--- src/rtl/isobmff_image_box_walker_unit_assert.svh ---
// assertion macros for the image box walker
// expects clk and rst_n in the scope where a macro is used
`ifndef ISOBMFF_IMAGE_BOX_WALKER_UNIT_ASSERT_SVH
`define ISOBMFF_IMAGE_BOX_WALKER_UNIT_ASSERT_SVH

// same-cycle implication
`define IBW_ASSERT_IMP(label, ante, cons) \
    label: assert property (@(posedge clk) disable iff (!rst_n) (ante) |-> (cons)) \
        else $error("ibw assertion failed");

// next-cycle implication
`define IBW_ASSERT_NXT(label, ante, cons) \
    label: assert property (@(posedge clk) disable iff (!rst_n) (ante) |=> (cons)) \
        else $error("ibw assertion failed");

`endif

--- src/rtl/ibw_pkg.sv ---
// shared types and constants of the image box walker
// no dependencies
`timescale 1ns / 1ps
`default_nettype none

package ibw_pkg;

    localparam int OUT_LEN_BITS = 40;

    typedef enum logic [1:0] {
        PH_IDLE = 2'd0,
        PH_FTYP = 2'd1,
        PH_SKIP = 2'd2,
        PH_HDR  = 2'd3
    } phase_t;

    typedef enum logic [1:0] {
        CFG_ACCEPT_AVIF     = 2'd0,
        CFG_ACCEPT_HEIF     = 2'd1,
        CFG_MIN_HEADER_SIZE = 2'd2
    } cfg_index_t;

    typedef struct packed {
        logic       accept_avif;
        logic       accept_heif;
        logic [7:0] min_header_size;
    } cfg_t;

    typedef struct packed {
        logic                    is_match;
        logic                    brand_kind;
        logic [OUT_LEN_BITS-1:0] total_length;
    } result_t;

    // box type and brand codes, big-endian ascii
    localparam logic [31:0] TYPE_FTYP = 32'h6674_7970;
    localparam logic [31:0] TYPE_AVIF = 32'h6176_6966;
    localparam logic [31:0] TYPE_HEIC = 32'h6865_6963;
    localparam logic [31:0] TYPE_META = 32'h6d65_7461;
    localparam logic [31:0] TYPE_MDAT = 32'h6d64_6174;
    localparam logic [31:0] TYPE_MOOV = 32'h6d6f_6f76;

    localparam logic [31:0] BOX_HDR_BYTES  = 32'd8;
    localparam logic [31:0] FTYP_HDR_BYTES = 32'd12;
    localparam logic [7:0]  FTYP_MIN_SIZE  = 8'd12;

    // header byte counts at which a field is complete
    localparam logic [3:0] CNT_SIZE  = 4'd4;
    localparam logic [3:0] CNT_TYPE  = 4'd8;
    localparam logic [3:0] CNT_BRAND = 4'd12;

    localparam int SEEN_META = 0;
    localparam int SEEN_MOOV = 1;
    localparam int SEEN_MDAT = 2;

endpackage

`default_nettype wire

--- src/rtl/ibw_cfg.sv ---
// configuration registers of the image box walker
// depends on ibw_pkg
`timescale 1ns / 1ps
`default_nettype none

module ibw_cfg (
    input  wire logic        clk,
    input  wire logic        rst_n,
    input  wire logic        cfg_write,
    input  wire logic [1:0]  cfg_index,
    input  wire logic [7:0]  cfg_data,
    output ibw_pkg::cfg_t    cfg
);

    ibw_pkg::cfg_t cfg_reg;
    ibw_pkg::cfg_t cfg_next;

    always_comb
    begin
        cfg_next = cfg_reg;
        if (cfg_write)
        begin
            case (cfg_index)
                ibw_pkg::CFG_ACCEPT_AVIF:     cfg_next.accept_avif = cfg_data[0];
                ibw_pkg::CFG_ACCEPT_HEIF:     cfg_next.accept_heif = cfg_data[0];
                ibw_pkg::CFG_MIN_HEADER_SIZE: cfg_next.min_header_size = cfg_data;
                default:                      cfg_next = cfg_reg;
            endcase
        end
    end

    always_ff @(posedge clk or negedge rst_n)
    begin
        if (!rst_n)
        begin
            cfg_reg.accept_avif     <= 1'b1;
            cfg_reg.accept_heif     <= 1'b1;
            cfg_reg.min_header_size <= ibw_pkg::FTYP_MIN_SIZE;
        end
        else
        begin
            cfg_reg <= cfg_next;
        end
    end

    assign cfg = cfg_reg;

endmodule

`default_nettype wire

--- src/rtl/ibw_walker.sv ---
// box walk state and per-byte next-state logic
// depends on ibw_pkg
`timescale 1ns / 1ps
`default_nettype none

module ibw_walker #(
    parameter int LENGTH_BITS = 40
) (
    input  wire logic         clk,
    input  wire logic         rst_n,
    input  wire logic         accept,
    input  wire logic [7:0]   data_byte,
    input  wire logic         first_byte,
    input  wire logic         last_byte,
    input  ibw_pkg::cfg_t     cfg,
    output logic              fire,
    output ibw_pkg::result_t  result,
    output ibw_pkg::phase_t   phase
);

    ibw_pkg::phase_t          phase_reg, phase_next, cur_phase;
    logic [3:0]               cnt_reg, cnt_next, cur_cnt, cnt_inc;
    logic [31:0]              shift_reg, shift_next, cur_shift, hdr_word;
    logic [31:0]              box_reg, box_next, cur_box;
    logic [31:0]              skip_reg, skip_next, cur_skip;
    logic [LENGTH_BITS-1:0]   run_reg, run_next, cur_run;
    logic [2:0]               seen_reg, seen_next, cur_seen;
    logic                     brand_reg, brand_next, cur_brand;
    logic [7:0]               min_size;
    logic                     walked;
    logic                     ok;

    // a first byte restarts the walk before the byte is processed
    assign cur_phase = first_byte ? ibw_pkg::PH_FTYP : phase_reg;
    assign cur_cnt   = first_byte ? 4'd0 : cnt_reg;
    assign cur_shift = first_byte ? 32'd0 : shift_reg;
    assign cur_box   = first_byte ? 32'd0 : box_reg;
    assign cur_skip  = first_byte ? 32'd0 : skip_reg;
    assign cur_run   = first_byte ? '0 : run_reg;
    assign cur_seen  = first_byte ? 3'd0 : seen_reg;
    assign cur_brand = first_byte ? 1'b0 : brand_reg;

    assign hdr_word = {cur_shift[23:0], data_byte};
    assign cnt_inc  = cur_cnt + 4'd1;
    assign min_size = (cfg.min_header_size < ibw_pkg::FTYP_MIN_SIZE)
                      ? ibw_pkg::FTYP_MIN_SIZE : cfg.min_header_size;

    always_comb
    begin
        phase_next = cur_phase;
        cnt_next   = cur_cnt;
        shift_next = cur_shift;
        box_next   = cur_box;
        skip_next  = cur_skip;
        run_next   = cur_run;
        seen_next  = cur_seen;
        brand_next = cur_brand;
        fire       = 1'b0;
        walked     = 1'b0;

        case (cur_phase)
            ibw_pkg::PH_FTYP:
            begin
                shift_next = hdr_word;
                cnt_next   = cnt_inc;
                if (cnt_inc == ibw_pkg::CNT_SIZE)
                begin
                    box_next = hdr_word;
                end
                else if (cnt_inc == ibw_pkg::CNT_TYPE)
                begin
                    if (cur_box < 32'(min_size) || hdr_word != ibw_pkg::TYPE_FTYP)
                    begin
                        fire = 1'b1;
                    end
                end
                else if (cnt_inc == ibw_pkg::CNT_BRAND)
                begin
                    if (cfg.accept_avif && hdr_word == ibw_pkg::TYPE_AVIF)
                    begin
                        brand_next = 1'b0;
                    end
                    else if (cfg.accept_heif && hdr_word == ibw_pkg::TYPE_HEIC)
                    begin
                        brand_next = 1'b1;
                    end
                    else
                    begin
                        fire = 1'b1;
                    end
                    if (!fire)
                    begin
                        run_next   = LENGTH_BITS'(cur_box);
                        skip_next  = cur_box - ibw_pkg::FTYP_HDR_BYTES;
                        cnt_next   = 4'd0;
                        shift_next = 32'd0;
                        phase_next = (skip_next == 32'd0) ? ibw_pkg::PH_HDR
                                                          : ibw_pkg::PH_SKIP;
                    end
                end
            end
            ibw_pkg::PH_SKIP:
            begin
                skip_next = cur_skip - 32'd1;
                if (skip_next == 32'd0)
                begin
                    phase_next = ibw_pkg::PH_HDR;
                    cnt_next   = 4'd0;
                    shift_next = 32'd0;
                end
            end
            ibw_pkg::PH_HDR:
            begin
                shift_next = hdr_word;
                cnt_next   = cnt_inc;
                if (cnt_inc == ibw_pkg::CNT_SIZE)
                begin
                    box_next = hdr_word;
                    // too small, or would carry the length past its width
                    if (hdr_word < ibw_pkg::BOX_HDR_BYTES
                        || LENGTH_BITS'(hdr_word) > ~cur_run)
                    begin
                        fire   = 1'b1;
                        walked = 1'b1;
                    end
                end
                else if (cnt_inc == ibw_pkg::CNT_TYPE)
                begin
                    if (hdr_word == ibw_pkg::TYPE_META)
                    begin
                        seen_next[ibw_pkg::SEEN_META] = 1'b1;
                    end
                    else if (hdr_word == ibw_pkg::TYPE_MDAT)
                    begin
                        seen_next[ibw_pkg::SEEN_MDAT] = 1'b1;
                    end
                    else if (hdr_word == ibw_pkg::TYPE_MOOV)
                    begin
                        seen_next[ibw_pkg::SEEN_MOOV] = 1'b1;
                    end
                    else
                    begin
                        fire   = 1'b1;
                        walked = 1'b1;
                    end
                    if (!fire)
                    begin
                        run_next   = cur_run + LENGTH_BITS'(cur_box);
                        skip_next  = cur_box - ibw_pkg::BOX_HDR_BYTES;
                        cnt_next   = 4'd0;
                        shift_next = 32'd0;
                        phase_next = (skip_next == 32'd0) ? ibw_pkg::PH_HDR
                                                          : ibw_pkg::PH_SKIP;
                    end
                end
            end
            default:
            begin
                phase_next = cur_phase;
            end
        endcase

        // end of input closes the walk as if a bad header had come
        if (cur_phase != ibw_pkg::PH_IDLE && last_byte && !fire)
        begin
            fire   = 1'b1;
            walked = (phase_next != ibw_pkg::PH_FTYP);
        end

        if (fire)
        begin
            phase_next = ibw_pkg::PH_IDLE;
        end
    end

    assign ok = walked && (seen_next[ibw_pkg::SEEN_MOOV] || seen_next[ibw_pkg::SEEN_MDAT]);

    always_comb
    begin
        result.is_match     = ok;
        result.brand_kind   = ok && brand_next;
        result.total_length = ok ? ibw_pkg::OUT_LEN_BITS'(run_next) : '0;
    end

    always_ff @(posedge clk or negedge rst_n)
    begin
        if (!rst_n)
        begin
            phase_reg <= ibw_pkg::PH_IDLE;
            cnt_reg   <= 4'd0;
            shift_reg <= 32'd0;
            box_reg   <= 32'd0;
            skip_reg  <= 32'd0;
            run_reg   <= '0;
            seen_reg  <= 3'd0;
            brand_reg <= 1'b0;
        end
        else if (accept)
        begin
            phase_reg <= phase_next;
            cnt_reg   <= cnt_next;
            shift_reg <= shift_next;
            box_reg   <= box_next;
            skip_reg  <= skip_next;
            run_reg   <= run_next;
            seen_reg  <= seen_next;
            brand_reg <= brand_next;
        end
    end

    assign phase = phase_reg;

endmodule

`default_nettype wire

--- src/rtl/ibw_out_reg.sv ---
// result register with valid/stall handshake
// depends on ibw_pkg
`timescale 1ns / 1ps
`default_nettype none

module ibw_out_reg (
    input  wire logic         clk,
    input  wire logic         rst_n,
    input  wire logic         load,
    input  ibw_pkg::result_t  result,
    output logic              busy,
    output logic              out_valid,
    input  wire logic         out_stall,
    output ibw_pkg::result_t  out_result
);

    logic              valid_reg, valid_next;
    ibw_pkg::result_t  data_reg;

    // register is free when empty or being taken this cycle
    assign busy = valid_reg && out_stall;

    always_comb
    begin
        if (load)
        begin
            valid_next = 1'b1;
        end
        else if (!out_stall)
        begin
            valid_next = 1'b0;
        end
        else
        begin
            valid_next = valid_reg;
        end
    end

    always_ff @(posedge clk or negedge rst_n)
    begin
        if (!rst_n)
        begin
            valid_reg <= 1'b0;
        end
        else
        begin
            valid_reg <= valid_next;
        end
    end

    always_ff @(posedge clk)
    begin
        if (load)
        begin
            data_reg <= result;
        end
    end

    assign out_valid  = valid_reg;
    assign out_result = data_reg;

endmodule

`default_nettype wire

--- src/rtl/isobmff_image_box_walker_unit.sv ---
// channel   | signals                                   | dir
// ----------+-------------------------------------------+-----
// input     | in_valid, in_stall, data_byte, first_byte,| in
//           | last_byte                                 |
// result    | out_valid, out_stall, is_match,           | out
//           | brand_kind, total_length                  |
// config    | cfg_write, cfg_index, cfg_data            | in
//
// one byte per cycle while in_stall is low; each byte updates the walk state in the cycle it is taken
// a result is loaded into the output register when its deciding byte is taken
// in_stall rises only while a result sits in the output register and out_stall is high
// reset leaves the walker idle: bytes are ignored until one marked first_byte
// top level of the image box walker; depends on ibw_pkg, ibw_cfg, ibw_walker, ibw_out_reg
`timescale 1ns / 1ps
`default_nettype none

`include "isobmff_image_box_walker_unit_assert.svh"

module isobmff_image_box_walker_unit #(
    parameter int LENGTH_BITS = 40
) (
    input  wire logic        clk,
    input  wire logic        rst_n,
    input  wire logic        cfg_write,
    input  wire logic [1:0]  cfg_index,
    input  wire logic [7:0]  cfg_data,
    input  wire logic        in_valid,
    output logic             in_stall,
    input  wire logic [7:0]  data_byte,
    input  wire logic        first_byte,
    input  wire logic        last_byte,
    output logic             out_valid,
    input  wire logic        out_stall,
    output logic             is_match,
    output logic             brand_kind,
    output logic [39:0]      total_length
);

    ibw_pkg::cfg_t     cfg;
    ibw_pkg::result_t  walk_result;
    ibw_pkg::result_t  out_result;
    ibw_pkg::phase_t   walk_phase;
    logic              in_accept;
    logic              fire;

    assign in_accept = in_valid && !in_stall;

    ibw_cfg u_cfg (
        .clk       (clk),
        .rst_n     (rst_n),
        .cfg_write (cfg_write),
        .cfg_index (cfg_index),
        .cfg_data  (cfg_data),
        .cfg       (cfg)
    );

    ibw_walker #(
        .LENGTH_BITS (LENGTH_BITS)
    ) u_walker (
        .clk        (clk),
        .rst_n      (rst_n),
        .accept     (in_accept),
        .data_byte  (data_byte),
        .first_byte (first_byte),
        .last_byte  (last_byte),
        .cfg        (cfg),
        .fire       (fire),
        .result     (walk_result),
        .phase      (walk_phase)
    );

    ibw_out_reg u_out (
        .clk        (clk),
        .rst_n      (rst_n),
        .load       (in_accept && fire),
        .result     (walk_result),
        .busy       (in_stall),
        .out_valid  (out_valid),
        .out_stall  (out_stall),
        .out_result (out_result)
    );

    assign is_match     = out_result.is_match;
    assign brand_kind   = out_result.brand_kind;
    assign total_length = out_result.total_length;

    `IBW_ASSERT_IMP(a_nomatch_zero, out_valid && !is_match, brand_kind == 1'b0 && total_length == 40'd0)
    `IBW_ASSERT_IMP(a_stall_needs_result, in_stall, out_valid)
    `IBW_ASSERT_NXT(a_start_no_result, in_accept && first_byte && !last_byte, !out_valid && walk_phase == ibw_pkg::PH_FTYP)

endmodule

`default_nettype wire

--- config.mk ---
export PLATFORM = sky130hd
export DESIGN_NAME = isobmff_image_box_walker_unit
export DESIGN_NICKNAME = d
export VERILOG_FILES = /design/src/rtl/ibw_pkg.sv /design/src/rtl/ibw_cfg.sv /design/src/rtl/ibw_walker.sv /design/src/rtl/ibw_out_reg.sv /design/src/rtl/isobmff_image_box_walker_unit.sv
export VERILOG_INCLUDE_DIRS = /design/src /design/src/rtl
export SDC_FILE = /design/constraint.sdc
export NUM_CORES = 1
export LEC_CHECK = 0
export BUFFER_PORTS_ARGS = -buffer_cell sky130_fd_sc_hd__buf_2
export CAP_MARGIN = 20
export CORE_ASPECT_RATIO = 0.5
export CORE_UTILIZATION = 43
export CTS_BUF_LIST = sky130_fd_sc_hd__clkbuf_4 sky130_fd_sc_hd__clkbuf_8 sky130_fd_sc_hd__clkbuf_16
export DETAILED_ROUTE_END_ITERATION = 16
export PLACE_DENSITY = 0.73
export SYNTH_ARGS = -nofsm -noshare
export SYNTH_HDL_FRONTEND = slang
export SYNTH_SLANG_ARGS = --single-unit
--- constraint.sdc ---
create_clock -name clk -period 4.5 [get_ports clk]
set_input_delay 0.9 -clock clk [delete_from_list [all_inputs] [get_ports clk]]
set_output_delay 0.9 -clock clk [all_outputs]
set_load 0.01 [all_outputs]
==> summary.txt <==
Core Region = 36200 um^2
Synth-to-layout area growth = 11.2%
Status = complete, no violations
Initial detailed-routing violation count = 2815
Die height = 138 um
RSZ-0062 raised after global routing = no
Netlist cell types = 96
Post-Route WL = 63800 um
CTS buffer count = 17
Final Critical Period = 4230 ps
Vias = 16900
Max Clk Rate = 236 MHz
H-tree depth = 4
Sw frac = 49.0%
Flop pwr share = 32.8%
Leak pwr = 6.90 nW
Fin. max-slew vios = 0
Power per cell area = 472 nW/um^2
Worst rel slew slack = 33.7%
# fillers = 3546
Area share of the largest cell type after synthesis = 22.7%
Ports = 69
Filler-free cell count of the finished design = 2531
Bufs on Longest Clock Path = 2
Largest net degree at the start of global routing = 97
Post-synth top area cell = dfrtp_1
Slew at the pin with the worst max-slew slack = 994 ps
Final core utilization = 48.9%
Clock slew at reported path FFs = 80 ps
Post-CTS sizing = 0
Routed Antenna Nets = 0
Dominant cells by area after synthesis = dfrtp_1, edfxtp_1, nand2_1
Synthesized instance count = 2006
DRC = 0
Clk_skew = 13.6 ps
Sw Pwr = 0.00409 W
CP Data Required Time = 4720 ps
Int Pwr = 0.00425 W
Global-route wire length before repair = 96000 um
Sequential fraction of the synthesis area = 31.3%
Die X = 274 um
Main synth FF type = dfrtp_1
Routability cong. = 1.04
Yosys warns = 0
HP Class = flop to flop
CTS Root Cell = clkbuf_16
Final setup fails = 0
Combinational power share = 48.6%
Syn Std Cell Area = 15900 um^2
Syn_area_per_cell = 7.93 um^2
CP max FO = 6
Crit end category = flop
Maximum vdd ir drop = 0.000246 V
N_diodes = 0
Die ar. = 37800 um^2
Wire length per cell = 25.2 um
Dpl hpwl = 46700 um
Hold-fix buffers, CTS = 0
Nets = 2113
Vias in the first global route = 15500
Skew-Pair Late Insertion Delay = 480 ps
Setup Total Neg Slack = 0 ps
# port buffers = 68
Final hold vios = 0
EDFF count, synth = 42
Post-synthesis async set-or-reset flop share = 77.9%
Max cap viols = 0
CTS tree = yes
Initial antenna violation count = 0
Cell Rows = 49
Synthesized net count = 2085
Commonest cells post-synth = nand2_1, nor2_1, o21ai_0
Clock sinks = 190
Final period util = 94.1%
Layout cells sized above 1 = 13.6%
GRT Total Usage = 34.0%
Worst setup SP type = input port
Max FFs per register = 42
WS Path Type = input port to flop
Placed insts = 2499
Clock Power Share = 18.6%
Drt via density = 6.66
Remaining Overflow, GRT = 0
CP Data Arrival Time = 4450 ps
Most frequent cell after synthesis = nand2_1
Initial Utilization = 44.0%
TritonRoute pass-1 iters = 6
Setup Buffers After CTS = 0
Flops & latches, synth = 190
## area by class of cell
cell class	instances	area [um^2]	share of cell area, %
multi-input combinational	1608	10100	57.1
tap	484	606	3.43
timing repair buffer	177	1280	7.26
sequential	190	4970	28.1
clock inverter	14	121	0.687
clock buffer	18	450	2.55
inverter	40	150	0.850
## path summary, 6_finish.rpt
path,startpoint,to,slack (ps),depth (start not counted)
worst max-delay path,first_byte,u_out.out_result[26]$_SDFFCE_PN0P_,270,17
worst min-delay path,u_walker.run_reg[30]$_DFFE_PN0P_,u_walker.run_reg[30]$_DFFE_PN0P_,480,2
worst max register to register,u_walker.run_reg[0]$_DFFE_PN0P_,u_out.out_result[26]$_SDFFCE_PN0P_,470,15
worst min register to register,u_walker.run_reg[30]$_DFFE_PN0P_,u_walker.run_reg[30]$_DFFE_PN0P_,480,2
max in group asynchronous,rst_n,u_cfg.cfg[3]$_DFFE_PN1P_,3040,2
min in group asynchronous,rst_n,u_walker.run_reg[34]$_DFFE_PN0P_,540,1
## metal layers
| metal | part of all wire [%] | track usage, % | vias to the layer above |
|---|---|---|---|
| li1 | - | - | 7521 |
| met4 | 3.9 | 13.9 | 0 |
| met3 | 12 | 9.16 | 176 |
| met2 | 42 | 49.8 | 1080 |
| met5 | 0 | 0 | - |
| met1 | 43 | 47.2 | 8087 |
## power groups by stage
stage / sequential, W / clock [W] / combinational (W)
floorplan: 0.00224 / 0 / 0.00292
finish: 0.00274 / 0.00155 / 0.00406
global route: 0.00275 / 0.00164 / 0.00436
global placement: 0.00271 / 0 / 0.00391
CTS: 0.00267 / 0.00157 / 0.00393
detailed placement: 0.00271 / 0 / 0.00391
## through the flow
step	area (um^2)	total power, W	hold WS, ps	setup WS, ps
after floorplan	16100	0.00516	442	3.26
after global placement	17100	0.00662	458	173
after detailed placement	17100	0.00662	464	10.7
after CTS	17700	0.00817	483	485
after global routing	17700	0.00875	535	139
final	17700	0.00834	479	266
## cells in the final DEF, fill, tap and decap left out, types with 20 or more instances in the layout
cell type,n
nor3_1,45
nand4_1,41
xor2_1,20
a22oi_1,44
nand3_1,30
buf_2,66
nor2b_1,80
a22o_1,52
xnor2_1,58
o22ai_1,24
nand2_1,227
inv_1,38
edfxtp_1,42
a21oi_1,136
a31oi_1,37
nor2_1,190
dfrtp_1,144
ha_1,53
nor4_1,41
a21o_1,21
o21ai_0,147
buf_4,100
## logic make-up after synthesis
kind of cell	after synthesis	share of synthesized area [%]
flip-flops	190	31.3
multiplexers	22	1.48
adder cells (fa/ha/maj)	55	4.36
buffers and inverters	208	5.78
AND/OR/NAND/NOR	810	26.1
XOR/XNOR	79	4.40
AO/OA/AOI/OAI	642	26.6
## critical path, stage by stage
cell and delay (ps):
buf_6 130, inv_2 120, nand2_1 110, inv_1 90, ha_1 160, inv_1 50
fa_1 400, nand2b_1 210, o211ai_1 130, nand4b_1 200, a2111oi_0 700, nor3_1 230
o31ai_1 380, a31oi_1 130, a221oi_1 290, or2_2 160, a21oi_1 60
Note: power is estimated with default switching activity, not from simulation.
